--- config.mk ---
export PLATFORM = sky130hd
export DESIGN_NAME = sprite_animation_frame_sequencer_top
export DESIGN_NICKNAME = d
export VERILOG_FILES = /design/src/rtl/safs_pkg.sv /design/src/rtl/safs_div.sv /design/src/rtl/safs_useq.sv /design/src/rtl/sprite_animation_frame_sequencer_top.sv
export SDC_FILE = /design/constraint.sdc
export NUM_CORES = 2
export LEC_CHECK = 0
export BUFFER_PORTS_ARGS = -buffer_cell sky130_fd_sc_hd__buf_2
export CAP_MARGIN = 5
export CORE_MARGIN = 5
export CORE_UTILIZATION = 55
export CTS_CLUSTER_DIAMETER = 150
export DETAILED_ROUTE_END_ITERATION = 6
export HOLD_SLACK_MARGIN = 0.06
export PLACE_DENSITY = 0.71
export REMOVE_ABC_BUFFERS = 1
export SLEW_MARGIN = 20
export SYNTH_ARGS = -nofsm -noshare
export SYNTH_HDL_FRONTEND = slang
export SYNTH_HIERARCHICAL = 1
export SYNTH_SLANG_ARGS = --single-unit
--- constraint.sdc ---
create_clock -name clk_i -period 8.45 [get_ports clk_i]
set_input_delay 0.4225 -clock clk_i [delete_from_list [all_inputs] [get_ports clk_i]]
set_output_delay 0.4225 -clock clk_i [all_outputs]
set_load 0.01 [all_outputs]
--- src/rtl/safs_pkg.sv ---
// Package for the sprite animation frame sequencer: action and register codes,
// layout widths, microcode word format and the microcode program ROM.
// No dependencies; every other file of the block imports it.
package safs_pkg;

  // Action codes of an input request.
  localparam logic [1:0] ACT_TICK     = 2'd0;
  localparam logic [1:0] ACT_PLAY     = 2'd1;
  localparam logic [1:0] ACT_SET_ONE  = 2'd2;
  localparam logic [1:0] ACT_SET_ALL  = 2'd3;

  // Configuration register indexes.
  localparam int unsigned CFG_IDX_W = 3;
  localparam int unsigned CFG_DATA_W = 13;
  localparam logic [CFG_IDX_W-1:0] CFG_FRAME_COUNT  = 3'd0;
  localparam logic [CFG_IDX_W-1:0] CFG_FRAME_WIDTH  = 3'd1;
  localparam logic [CFG_IDX_W-1:0] CFG_FRAME_HEIGHT = 3'd2;
  localparam logic [CFG_IDX_W-1:0] CFG_PIXEL_GAP    = 3'd3;
  localparam logic [CFG_IDX_W-1:0] CFG_SHEET_WIDTH  = 3'd4;
  localparam logic [CFG_IDX_W-1:0] CFG_REPLAY       = 3'd5;
  localparam logic [CFG_IDX_W-1:0] CFG_PAUSED       = 3'd6;

  // Fixed field widths.
  localparam int unsigned ACTION_W   = 2;
  localparam int unsigned IDX_W      = 6;
  localparam int unsigned TICKS_W    = 24;
  localparam int unsigned TEXEL_W    = 16;
  localparam int unsigned FCOUNT_W   = 7;
  localparam int unsigned FDIM_W     = 12;
  localparam int unsigned GAP_W      = 8;
  localparam int unsigned PITCH_W    = 13;

  // Shared serial divider: one quotient bit per cycle.
  localparam int unsigned DIV_W      = 13;
  localparam int unsigned DIV_CNT_W  = 4;

  // Microcode.
  localparam int unsigned STEP_W = 5;
  typedef logic [STEP_W-1:0] step_t;

  typedef enum logic [4:0] {
    OP_NOP,
    OP_LATCH,
    OP_ALL_INIT,
    OP_ALL_WRITE,
    OP_INC,
    OP_STOP,
    OP_FRAME_INC,
    OP_FRAME_DEC,
    OP_RESTART,
    OP_PLAY,
    OP_LOAD,
    OP_SET1,
    OP_ROW_START,
    OP_ROW_SAVE,
    OP_FRM_START,
    OP_MUL_X,
    OP_MUL_Y,
    OP_SAT_Y,
    OP_EMIT
  } op_e;

  typedef enum logic [3:0] {
    C_NEVER,
    C_ALWAYS,
    C_NO_INPUT,
    C_ACT_TICK,
    C_ACT_PLAY,
    C_ACT_SET1,
    C_SWEEP_MORE,
    C_TICK_IDLE,
    C_INC_HOLDS,
    C_CAN_FWD,
    C_CAN_BACK,
    C_REPLAY,
    C_PLAY_SKIP,
    C_LAYOUT_CLEAN,
    C_DIV_BUSY,
    C_OUT_FREE
  } cond_e;

  typedef struct packed {
    op_e   op;
    cond_e cond;
    step_t target;
  } uword_t;

  // Status seen by the sequencer's jump conditions.
  typedef struct packed {
    logic no_input;
    logic act_tick;
    logic act_play;
    logic act_set1;
    logic sweep_more;
    logic tick_idle;
    logic inc_holds;
    logic can_fwd;
    logic can_back;
    logic replay;
    logic play_skip;
    logic layout_clean;
    logic div_busy;
    logic out_free;
  } flags_t;

  // Program addresses.
  localparam step_t S_FETCH      = 5'd0;
  localparam step_t S_DISP_TICK  = 5'd1;
  localparam step_t S_DISP_PLAY  = 5'd2;
  localparam step_t S_DISP_SET1  = 5'd3;
  localparam step_t S_ALL_INIT   = 5'd4;
  localparam step_t S_ALL_WR     = 5'd5;
  localparam step_t S_ALL_END    = 5'd6;
  localparam step_t S_TICK       = 5'd7;
  localparam step_t S_TICK_INC   = 5'd8;
  localparam step_t S_CHK_FWD    = 5'd9;
  localparam step_t S_CHK_BACK   = 5'd10;
  localparam step_t S_CHK_REPLAY = 5'd11;
  localparam step_t S_STOP       = 5'd12;
  localparam step_t S_STEP_FWD   = 5'd13;
  localparam step_t S_STEP_BACK  = 5'd14;
  localparam step_t S_RESTART    = 5'd15;
  localparam step_t S_PLAY       = 5'd16;
  localparam step_t S_PLAY_GO    = 5'd17;
  localparam step_t S_LOAD       = 5'd18;
  localparam step_t S_LAYOUT     = 5'd19;
  localparam step_t S_ROW_WAIT   = 5'd20;
  localparam step_t S_ROW_SAVE   = 5'd21;
  localparam step_t S_FRM_START  = 5'd22;
  localparam step_t S_FRM_WAIT   = 5'd23;
  localparam step_t S_MUL_X      = 5'd24;
  localparam step_t S_MUL_Y      = 5'd25;
  localparam step_t S_SAT_Y      = 5'd26;
  localparam step_t S_EMIT       = 5'd27;
  localparam step_t S_EMIT_RETRY = 5'd28;
  localparam step_t S_SET1       = 5'd29;

  // Control store. A word runs its op; when its condition holds the next step is
  // the target, otherwise the following address.
  function automatic uword_t ucode_rom(input step_t s);
    uword_t w;
    unique case (s)
      S_FETCH:      w = '{OP_LATCH,     C_NO_INPUT,     S_FETCH};
      S_DISP_TICK:  w = '{OP_NOP,       C_ACT_TICK,     S_TICK};
      S_DISP_PLAY:  w = '{OP_NOP,       C_ACT_PLAY,     S_PLAY};
      S_DISP_SET1:  w = '{OP_NOP,       C_ACT_SET1,     S_SET1};
      S_ALL_INIT:   w = '{OP_ALL_INIT,  C_NEVER,        S_FETCH};
      S_ALL_WR:     w = '{OP_ALL_WRITE, C_SWEEP_MORE,   S_ALL_WR};
      S_ALL_END:    w = '{OP_NOP,       C_ALWAYS,       S_LAYOUT};
      S_TICK:       w = '{OP_NOP,       C_TICK_IDLE,    S_LAYOUT};
      S_TICK_INC:   w = '{OP_INC,       C_INC_HOLDS,    S_LAYOUT};
      S_CHK_FWD:    w = '{OP_NOP,       C_CAN_FWD,      S_STEP_FWD};
      S_CHK_BACK:   w = '{OP_NOP,       C_CAN_BACK,     S_STEP_BACK};
      S_CHK_REPLAY: w = '{OP_NOP,       C_REPLAY,       S_RESTART};
      S_STOP:       w = '{OP_STOP,      C_ALWAYS,       S_LAYOUT};
      S_STEP_FWD:   w = '{OP_FRAME_INC, C_ALWAYS,       S_LOAD};
      S_STEP_BACK:  w = '{OP_FRAME_DEC, C_ALWAYS,       S_LOAD};
      S_RESTART:    w = '{OP_RESTART,   C_ALWAYS,       S_LOAD};
      S_PLAY:       w = '{OP_NOP,       C_PLAY_SKIP,    S_LAYOUT};
      S_PLAY_GO:    w = '{OP_PLAY,      C_NEVER,        S_FETCH};
      S_LOAD:       w = '{OP_LOAD,      C_NEVER,        S_FETCH};
      S_LAYOUT:     w = '{OP_ROW_START, C_LAYOUT_CLEAN, S_FRM_START};
      S_ROW_WAIT:   w = '{OP_NOP,       C_DIV_BUSY,     S_ROW_WAIT};
      S_ROW_SAVE:   w = '{OP_ROW_SAVE,  C_NEVER,        S_FETCH};
      S_FRM_START:  w = '{OP_FRM_START, C_NEVER,        S_FETCH};
      S_FRM_WAIT:   w = '{OP_NOP,       C_DIV_BUSY,     S_FRM_WAIT};
      S_MUL_X:      w = '{OP_MUL_X,     C_NEVER,        S_FETCH};
      S_MUL_Y:      w = '{OP_MUL_Y,     C_NEVER,        S_FETCH};
      S_SAT_Y:      w = '{OP_SAT_Y,     C_NEVER,        S_FETCH};
      S_EMIT:       w = '{OP_EMIT,      C_OUT_FREE,     S_FETCH};
      S_EMIT_RETRY: w = '{OP_NOP,       C_ALWAYS,       S_EMIT};
      S_SET1:       w = '{OP_SET1,      C_ALWAYS,       S_LAYOUT};
      default:      w = '{OP_NOP,       C_ALWAYS,       S_FETCH};
    endcase
    return w;
  endfunction

endpackage

--- src/rtl/safs_div.sv ---
// Restoring serial divider of the frame sequencer, one quotient bit per cycle.
// Depends on safs_pkg for the operand width and the step counter width.
module safs_div import safs_pkg::*; (
  input  logic             clk_i,
  input  logic             rst_ni,
  input  logic             start_i,
  input  logic [DIV_W-1:0] dividend_i,
  input  logic [DIV_W-1:0] divisor_i,
  output logic             busy_o,
  output logic [DIV_W-1:0] quotient_o,
  output logic [DIV_W-1:0] remainder_o
);

  logic [DIV_CNT_W-1:0] cnt_q, cnt_d;
  logic [DIV_W-1:0]     quo_q, quo_d;
  logic [DIV_W-1:0]     rem_q, rem_d;
  logic [DIV_W-1:0]     dvs_q, dvs_d;
  logic [DIV_W:0]       shifted;
  logic [DIV_W:0]       diff;

  assign shifted = {rem_q, quo_q[DIV_W-1]};
  assign diff    = shifted - {1'b0, dvs_q};

  always_comb begin
    cnt_d = cnt_q;
    quo_d = quo_q;
    rem_d = rem_q;
    dvs_d = dvs_q;
    if (start_i) begin
      cnt_d = DIV_CNT_W'(DIV_W);
      quo_d = dividend_i;
      rem_d = '0;
      dvs_d = divisor_i;
    end else if (cnt_q != '0) begin
      cnt_d = cnt_q - 1'b1;
      // A negative trial difference leaves the shifted remainder in place.
      rem_d = diff[DIV_W] ? shifted[DIV_W-1:0] : diff[DIV_W-1:0];
      quo_d = {quo_q[DIV_W-2:0], ~diff[DIV_W]};
    end
  end

  always_ff @(posedge clk_i or negedge rst_ni) begin
    if (!rst_ni) begin
      cnt_q <= '0;
    end else begin
      cnt_q <= cnt_d;
    end
  end

  always_ff @(posedge clk_i) begin
    quo_q <= quo_d;
    rem_q <= rem_d;
    dvs_q <= dvs_d;
  end

  assign busy_o      = (cnt_q != '0);
  assign quotient_o  = quo_q;
  assign remainder_o = rem_q;

endmodule

--- src/rtl/safs_useq.sv ---
// Microcode sequencer of the frame sequencer: step counter, control store and
// jump condition select. Depends on safs_pkg for the program and word format.
module safs_useq import safs_pkg::*; (
  input  logic   clk_i,
  input  logic   rst_ni,
  input  flags_t flags_i,
  output uword_t uword_o
);

  step_t  step_q, step_d;
  uword_t uw;
  logic   take;

  assign uw = ucode_rom(step_q);

  always_comb begin
    unique case (uw.cond)
      C_NEVER:        take = 1'b0;
      C_ALWAYS:       take = 1'b1;
      C_NO_INPUT:     take = flags_i.no_input;
      C_ACT_TICK:     take = flags_i.act_tick;
      C_ACT_PLAY:     take = flags_i.act_play;
      C_ACT_SET1:     take = flags_i.act_set1;
      C_SWEEP_MORE:   take = flags_i.sweep_more;
      C_TICK_IDLE:    take = flags_i.tick_idle;
      C_INC_HOLDS:    take = flags_i.inc_holds;
      C_CAN_FWD:      take = flags_i.can_fwd;
      C_CAN_BACK:     take = flags_i.can_back;
      C_REPLAY:       take = flags_i.replay;
      C_PLAY_SKIP:    take = flags_i.play_skip;
      C_LAYOUT_CLEAN: take = flags_i.layout_clean;
      C_DIV_BUSY:     take = flags_i.div_busy;
      C_OUT_FREE:     take = flags_i.out_free;
      default:        take = 1'b0;
    endcase
    step_d = take ? uw.target : step_q + 1'b1;
  end

  always_ff @(posedge clk_i or negedge rst_ni) begin
    if (!rst_ni) begin
      step_q <= S_FETCH;
    end else begin
      step_q <= step_d;
    end
  end

  assign uword_o = uw;

endmodule

--- src/rtl/sprite_animation_frame_sequencer_top.sv ---
// Top level of the sprite animation frame sequencer: interval memory, state,
// layout datapath and output register. Depends on safs_pkg, safs_useq, safs_div.
//
//   Port group   Handshake               Contents
//   -----------  ----------------------  -----------------------------------------
//   request in   in_valid_i / in_ready_o action, direction, force, index, interval
//   result out   out_valid_o/out_ready_i play flag, frame, texel x/y, first/last
//   config       cfg_we_i (no wait)      register index and data
//
// Apart from a set-all request, which also writes every entry of the interval memory,
// a request spends most of its time from accept to result in the serial divider that
// splits the frame into row and column. The first request after a register write also
// runs the divider for the frames per row. One request is in work at a time; a stalled
// result is held while the next request runs, whose result waits until the held one is taken.
// Reset is asynchronous and active low; interval memory contents are not reset.
module sprite_animation_frame_sequencer_top import safs_pkg::*; #(
  parameter int unsigned MAX_FRAMES    = 64,
  parameter int unsigned INTERVAL_BITS = 24,
  parameter int unsigned COORD_BITS    = 16
) (
  input  logic                  clk_i,
  input  logic                  rst_ni,
  input  logic                  in_valid_i,
  output logic                  in_ready_o,
  input  logic [ACTION_W-1:0]   action_i,
  input  logic                  forward_i,
  input  logic                  force_restart_i,
  input  logic [IDX_W-1:0]      frame_index_i,
  input  logic [TICKS_W-1:0]    interval_ticks_i,
  output logic                  out_valid_o,
  input  logic                  out_ready_i,
  output logic                  playing_o,
  output logic [IDX_W-1:0]      current_frame_o,
  output logic [TEXEL_W-1:0]    texel_x_o,
  output logic [TEXEL_W-1:0]    texel_y_o,
  output logic                  at_first_o,
  output logic                  at_last_o,
  input  logic                  cfg_we_i,
  input  logic [CFG_IDX_W-1:0]  cfg_idx_i,
  input  logic [CFG_DATA_W-1:0] cfg_data_i
);

  localparam int unsigned FW     = $clog2(MAX_FRAMES);
  localparam int unsigned IB     = INTERVAL_BITS;
  localparam int unsigned CW     = (FW + 1 > FCOUNT_W) ? FW + 1 : FCOUNT_W;
  localparam int unsigned PROD_W = PITCH_W + FW;
  localparam int unsigned SAT_W  = (PROD_W > COORD_BITS) ? PROD_W : COORD_BITS;
  localparam logic [SAT_W-1:0] COORD_MAX = SAT_W'((64'd1 << COORD_BITS) - 64'd1);
  localparam logic [CW-1:0]    MAX_CNT   = CW'(MAX_FRAMES);

  function automatic logic [TEXEL_W-1:0] sat_coord(input logic [PROD_W-1:0] p);
    logic [SAT_W-1:0] v;
    v = SAT_W'(p);
    if (v > COORD_MAX) v = COORD_MAX;
    return TEXEL_W'(v);
  endfunction

  // Sequencer.
  uword_t uw;
  flags_t flags;

  // Configuration registers.
  logic [FCOUNT_W-1:0] fcount_q;
  logic [FDIM_W-1:0]   fwidth_q;
  logic [FDIM_W-1:0]   fheight_q;
  logic [GAP_W-1:0]    gap_q;
  logic [PITCH_W-1:0]  sheet_q;
  logic                replay_q;
  logic                paused_q;
  logic                dirty_q, dirty_d;

  // Animation state.
  logic [FW-1:0] frame_q, frame_d;
  logic          run_q, run_d;
  logic          dir_q, dir_d;
  logic [IB-1:0] elapsed_q, elapsed_d;
  logic [IB-1:0] ivl_now_q, ivl_now_d;
  logic [FW-1:0] sweep_q, sweep_d;

  // Latched request.
  logic [ACTION_W-1:0] act_q;
  logic                fwd_in_q;
  logic                force_q;
  logic [IDX_W-1:0]    idx_q;
  logic [IB-1:0]       ivl_in_q;

  // Layout datapath.
  logic [PITCH_W-1:0] per_row_q, per_row_d;
  logic [PROD_W-1:0]  prod_q, prod_d;
  logic [TEXEL_W-1:0] texx_q, texx_d;
  logic [TEXEL_W-1:0] texy_q, texy_d;
  logic [PITCH_W-1:0] pitch_x, pitch_y;
  logic               div_start;
  logic [DIV_W-1:0]   div_dividend, div_divisor, div_quo, div_rem;
  logic               div_busy;

  // Interval memory.
  logic [IB-1:0] mem [MAX_FRAMES];
  logic          mem_we;
  logic [FW-1:0] mem_waddr;
  logic [IB-1:0] mem_wdata;
  logic [IB-1:0] rdata_q;

  // Output register.
  logic               out_valid_q, out_valid_d;
  logic               playing_q;
  logic [IDX_W-1:0]   cur_q;
  logic [TEXEL_W-1:0] out_x_q, out_y_q;
  logic               first_q, last_q;

  logic [CW-1:0] cnt_eff;
  logic [FW-1:0] last_frame;
  logic [IB-1:0] elapsed_inc;
  logic          in_accept;
  logic          out_free;
  logic          idx_ok;
  logic          idx_is_now;

  safs_useq u_useq (
    .clk_i   (clk_i),
    .rst_ni  (rst_ni),
    .flags_i (flags),
    .uword_o (uw)
  );

  safs_div u_div (
    .clk_i       (clk_i),
    .rst_ni      (rst_ni),
    .start_i     (div_start),
    .dividend_i  (div_dividend),
    .divisor_i   (div_divisor),
    .busy_o      (div_busy),
    .quotient_o  (div_quo),
    .remainder_o (div_rem)
  );

  // A frame count of zero acts as one; counts above the memory depth clamp to it.
  always_comb begin
    cnt_eff = CW'(fcount_q);
    if (cnt_eff == '0) cnt_eff = CW'(1);
    if (cnt_eff > MAX_CNT) cnt_eff = MAX_CNT;
    last_frame = FW'(cnt_eff - CW'(1));
  end

  assign pitch_x     = PITCH_W'(fwidth_q) + PITCH_W'(gap_q);
  assign pitch_y     = PITCH_W'(fheight_q) + PITCH_W'(gap_q);
  assign elapsed_inc = (&elapsed_q) ? elapsed_q : elapsed_q + 1'b1;
  assign in_ready_o  = (uw.op == OP_LATCH);
  assign in_accept   = in_valid_i && in_ready_o;
  assign out_free    = !out_valid_q || out_ready_i;
  assign idx_ok      = (32'(idx_q) < 32'(MAX_FRAMES));
  assign idx_is_now  = (32'(frame_q) == 32'(idx_q));

  always_comb begin
    flags.no_input     = !in_valid_i;
    flags.act_tick     = (act_q == ACT_TICK);
    flags.act_play     = (act_q == ACT_PLAY);
    flags.act_set1     = (act_q == ACT_SET_ONE);
    flags.sweep_more   = (sweep_q != FW'(MAX_FRAMES - 1));
    flags.tick_idle    = !run_q || paused_q;
    flags.inc_holds    = (elapsed_inc < ivl_now_q);
    flags.can_fwd      = dir_q && (frame_q < last_frame);
    flags.can_back     = !dir_q && (frame_q != '0);
    flags.replay       = replay_q;
    flags.play_skip    = run_q && !force_q;
    flags.layout_clean = !dirty_q;
    flags.div_busy     = div_busy;
    flags.out_free     = out_free;
  end

  // Datapath driven by the current control word.
  always_comb begin
    frame_d      = frame_q;
    run_d        = run_q;
    dir_d        = dir_q;
    elapsed_d    = elapsed_q;
    ivl_now_d    = ivl_now_q;
    sweep_d      = sweep_q;
    dirty_d      = dirty_q;
    per_row_d    = per_row_q;
    prod_d       = prod_q;
    texx_d       = texx_q;
    texy_d       = texy_q;
    out_valid_d  = out_valid_q && !out_ready_i;
    mem_we       = 1'b0;
    mem_waddr    = sweep_q;
    mem_wdata    = ivl_in_q;
    div_start    = 1'b0;
    div_dividend = sheet_q;
    div_divisor  = pitch_x;
    case (uw.op)
      OP_ALL_INIT: begin
        sweep_d   = '0;
        ivl_now_d = ivl_in_q;
        elapsed_d = '0;
      end
      OP_ALL_WRITE: begin
        mem_we  = 1'b1;
        sweep_d = sweep_q + 1'b1;
      end
      OP_INC: begin
        // The counter clears on expiry; a step, a restart or a stop follows.
        elapsed_d = flags.inc_holds ? elapsed_inc : '0;
      end
      OP_STOP: begin
        run_d = 1'b0;
      end
      OP_FRAME_INC: begin
        frame_d = frame_q + 1'b1;
      end
      OP_FRAME_DEC: begin
        frame_d = frame_q - 1'b1;
      end
      OP_RESTART: begin
        frame_d = dir_q ? '0 : last_frame;
      end
      OP_PLAY: begin
        run_d   = 1'b1;
        dir_d   = fwd_in_q;
        frame_d = fwd_in_q ? '0 : last_frame;
      end
      OP_LOAD: begin
        ivl_now_d = rdata_q;
        elapsed_d = '0;
      end
      OP_SET1: begin
        mem_we    = idx_ok;
        mem_waddr = FW'(idx_q);
        if (idx_ok && idx_is_now) begin
          ivl_now_d = ivl_in_q;
          elapsed_d = '0;
        end
      end
      OP_ROW_START: begin
        div_start = dirty_q;
      end
      OP_ROW_SAVE: begin
        per_row_d = (pitch_x == '0 || div_quo == '0) ? PITCH_W'(1) : div_quo;
        dirty_d   = 1'b0;
      end
      OP_FRM_START: begin
        div_start    = 1'b1;
        div_dividend = DIV_W'(frame_q);
        div_divisor  = per_row_q;
      end
      OP_MUL_X: begin
        prod_d = PROD_W'(pitch_x) * PROD_W'(div_rem[FW-1:0]);
      end
      OP_MUL_Y: begin
        texx_d = sat_coord(prod_q);
        prod_d = PROD_W'(pitch_y) * PROD_W'(div_quo[FW-1:0]);
      end
      OP_SAT_Y: begin
        texy_d = sat_coord(prod_q);
      end
      OP_EMIT: begin
        if (out_free) out_valid_d = 1'b1;
      end
      default: begin
      end
    endcase
    // Any register write invalidates the cached frames per row.
    if (cfg_we_i) dirty_d = 1'b1;
  end

  always_ff @(posedge clk_i or negedge rst_ni) begin
    if (!rst_ni) begin
      fcount_q    <= FCOUNT_W'(1);
      fwidth_q    <= FDIM_W'(16);
      fheight_q   <= FDIM_W'(16);
      gap_q       <= '0;
      sheet_q     <= PITCH_W'(256);
      replay_q    <= 1'b0;
      paused_q    <= 1'b0;
      dirty_q     <= 1'b1;
      frame_q     <= '0;
      run_q       <= 1'b0;
      dir_q       <= 1'b0;
      elapsed_q   <= '0;
      ivl_now_q   <= '0;
      sweep_q     <= '0;
      out_valid_q <= 1'b0;
    end else begin
      if (cfg_we_i) begin
        case (cfg_idx_i)
          CFG_FRAME_COUNT:  fcount_q  <= cfg_data_i[FCOUNT_W-1:0];
          CFG_FRAME_WIDTH:  fwidth_q  <= cfg_data_i[FDIM_W-1:0];
          CFG_FRAME_HEIGHT: fheight_q <= cfg_data_i[FDIM_W-1:0];
          CFG_PIXEL_GAP:    gap_q     <= cfg_data_i[GAP_W-1:0];
          CFG_SHEET_WIDTH:  sheet_q   <= cfg_data_i[PITCH_W-1:0];
          CFG_REPLAY:       replay_q  <= cfg_data_i[0];
          CFG_PAUSED:       paused_q  <= cfg_data_i[0];
          default: begin
          end
        endcase
      end
      dirty_q     <= dirty_d;
      frame_q     <= frame_d;
      run_q       <= run_d;
      dir_q       <= dir_d;
      elapsed_q   <= elapsed_d;
      ivl_now_q   <= ivl_now_d;
      sweep_q     <= sweep_d;
      out_valid_q <= out_valid_d;
    end
  end

  always_ff @(posedge clk_i) begin
    if (in_accept) begin
      act_q    <= action_i;
      fwd_in_q <= forward_i;
      force_q  <= force_restart_i;
      idx_q    <= frame_index_i;
      ivl_in_q <= IB'(interval_ticks_i);
    end
    per_row_q <= per_row_d;
    prod_q    <= prod_d;
    texx_q    <= texx_d;
    texy_q    <= texy_d;
    if (uw.op == OP_EMIT && out_free) begin
      playing_q <= run_q;
      cur_q     <= IDX_W'(frame_q);
      out_x_q   <= texx_q;
      out_y_q   <= texy_q;
      first_q   <= (frame_q == '0);
      last_q    <= (frame_q == last_frame);
    end
  end

  // The read address follows the next frame, so the interval is registered together
  // with the new value of the frame register.
  always_ff @(posedge clk_i) begin
    if (mem_we) mem[mem_waddr] <= mem_wdata;
    rdata_q <= mem[frame_d];
  end

  assign out_valid_o     = out_valid_q;
  assign playing_o       = playing_q;
  assign current_frame_o = cur_q;
  assign texel_x_o       = out_x_q;
  assign texel_y_o       = out_y_q;
  assign at_first_o      = first_q;
  assign at_last_o       = last_q;

endmodule

==> impl_metrics.yaml <==
setup_path:
  max_stage_delay_ns: 0.85
  startpoint_type: "register"
  crit_path_end: "rdata_q[23]"
  crit_top_cell: "buf_4"
  cp-end-kind: "register"
  crit_start: "u_useq/step_q[1]"
  required_ns: 9.21
  reg2reg_from: "u_useq/step_q[1]"
  reg2reg_slack_ns: 1.41
  r2r_end: "rdata_q[23]"
  crit_chain: "inv_1 > ha_1 > mux2_2 > nand2_1 > o21ai_0 > nand2_1 > o21ai_1 > buf_4 > and4bb_1 > and2_4 > ha_1 > a21o_1 > a21o_1 > xor2_1 > a21oi_1 > inv_2 > nand2_4 > buf_4 > buf_4 > o22ai_1 > nor4_1 > or4_1"
  path_max_fanout: 49
  cpMaxStageDelayCell: "nor4_1"
  rr_worst_depth: 22
  setup.worst_path.class: "register to register"
  cp.arrival_ns: 7.80
place:
  place_inst: 8232
  pre_cts_slack_ns: 1.54
  hpwl_mm: 122
  globalplace.congestion: 0.882
  io_buffers: 97
cts:
  numClockSinks: 1865
  insertion_delay_ns: 0.83
  cts_max_level: 4
  cts.path.max_buffers: 3
  cts-buffers-inserted: 184
  cts_setup_buffers: 0
  clk_pin_slew_ns: 0.06
  cts_tree: "yes"
  clk_root_buffer_cell: "clkbuf_16"
logic_synthesis:
  mappedNetlistArea_mm2: 0.0812
  synth_area_per_cell_um2: 12.6
  yosys_warnings: 6
  netlist_instances: 6443
sta:
  worst_pin_slew_ns: 1.18
  finalHoldViolCount: 0
  timing.final.crit_share_pct: 83.3
  slew-limit-headroom_pct: 20.6
  setup_viol: 0
  fin_crit_ns: 7.04
  slew_viol_final: 0
  rsz0062_at_grt: "no"
  layout_setup_ws_ns: 1.41
  fin_skew_ns: 0.0234
  timing.fmax_ghz: 0.142
routing:
  via_per_inst: 6.17
  wl_mm: 214
  num_vias: 53300
  avgRoutedWirePerCell_um: 24.8
  drtIter0Drc: 6052
  ant_nets: 0
  first_pass_iters: 6
  drc_errors: 0
flow_run:
  max_cap_viol_count: 0
hold_path:
  hold_path.class: "primary input to register"
final_layout:
  area_growth_pct: 11.7
  fin_cells: 8641
  finalNetCount: 6817
  drive_gt1_share_pct: 10.9
  nFillCells: 11000
floorplan:
  die_h_um: 394
  die_x_um: 394
  start_util_pct: 55.2
  core_area_mm2: 0.147
  ioPinCount: 98
  die_area_mm2: 0.155
  num_rows: 141
status:
  status: "complete, no violations"
global_routing:
  grt_remaining_overflow: 0
  grt_first_pass_wirelength_mm: 319
  antenna_found_initial: 13
  grt_pass1_vias: 51500
  grt_start_max_net_pins: 167
  grt_use_total_pct: 27.0
==> registers in the layout (all words and copies together), names as in the netlist, 7 cells and up <==
signal             flops
mem                 1536
elapsed_q             24
ivl_in_q              24
ivl_now_q             24
rdata_q               24
prod_q                19
texel_x_o             16
texel_y_o             16
texx_q                16
texy_q                16
per_row_q             13
sheet_q               13
u_div/dvs_q           13
u_div/quotient_o      13
u_div/remainder_o     13
fheight_q             12
fwidth_q              12
gap_q                  8
fcount_q               7
==> critical path, delay by kind of cell (launching register included) <==
kind            cells  cell delay [ns]
fa+ha+maj           2             0.50
buf+inv             5             1.52
simple gates        7             2.61
xor+xnor            1             0.15
mux                 1             0.27
flops               1             0.59
compound gates      6             1.20
==> how the worst min path moves through the flow <==
stage	start	end	slack, ns	cells after the start
final	cfg_idx_i[0]	paused_q	0.15	3
after global routing	cfg_idx_i[0]	replay_q	0.12	4
after CTS	cfg_idx_i[0]	paused_q	0.08	3
after detailed placement	texx_q[8]	texel_x_o[8]	0.40	0
after global placement	texy_q[7]	texel_y_o[7]	0.40	0
after floorplan	rst_ni	dir_q	0.13	0
==> layout by cell type, fill, tap and decap left out, types with 32 or more instances in the layout <==
cell           instances
a21oi_1              360
a31oi_1              101
a32oi_1              192
and2_1               118
and3_1               106
buf_2                 96
buf_4                131
clkbuf_1              44
clkbuf_16            185
clkinv_1              52
dfrtp_1              122
dfxtp_1               37
dlygate4sd3_1         52
edfxtp_1            1701
fa_1                  94
ha_1                 127
inv_1                191
mux2_2                68
mux2i_1               38
nand2_1             1539
nand2b_1              47
nand3_1              217
nor2_1               119
nor2_2                65
nor2b_1               51
nor3_1                80
nor4_1                40
o21ai_0               90
o22ai_1              149
xnor2_1               51
xor2_1                32
==> routing by layer <==
layer | GRT usage (%) | routed length [µm] | share of wire (%)
met5 | 0 | 20 | 0.0093
met4 | 10.9 | 9520 | 4.4
met3 | 4.88 | 18700 | 8.7
met2 | 45.9 | 106000 | 49
met1 | 34.7 | 80400 | 37
==> layout make-up <==
class	count	area (µm²)	share of cell area (%)
Clock buffer	232	4840	5.34
Clock inverter	112	1150	1.27
Tap cell	1930	2410	2.66
Multi-Input combinational cell	3998	24100	26.6
Inverter	197	752	0.830
Timing Repair Buffer	295	2300	2.54
Sequential cell	1865	55000	60.7
Antenna cell	12	30.0	0.0331
==> through the flow <==
stage | TNS, ns | area (µm²) | hold WS [ns] | utilization (%)
CTS | 0 | 90600 | 0.0839 | 61.5
floorplan | -1486.86 | 79400 | 0.127 | -
global placement | 0 | 84000 | 0.400 | 57.1
detailed placement | 0 | 84100 | 0.405 | 57.1
global route | 0 | 90600 | 0.122 | 61.6
finish | 0 | 90600 | 0.148 | 61.6
==> what timing repair did <==
item	4_1_cts	5_1_grt
endpoints found under the setup margin	0	0
resized for setup	0	0
hold buffers	52	0
hold endpoints to repair	144	0
Power is not shown: default switching activity piles up to over one toggle a cycle in this logic, so the estimate is an artifact.
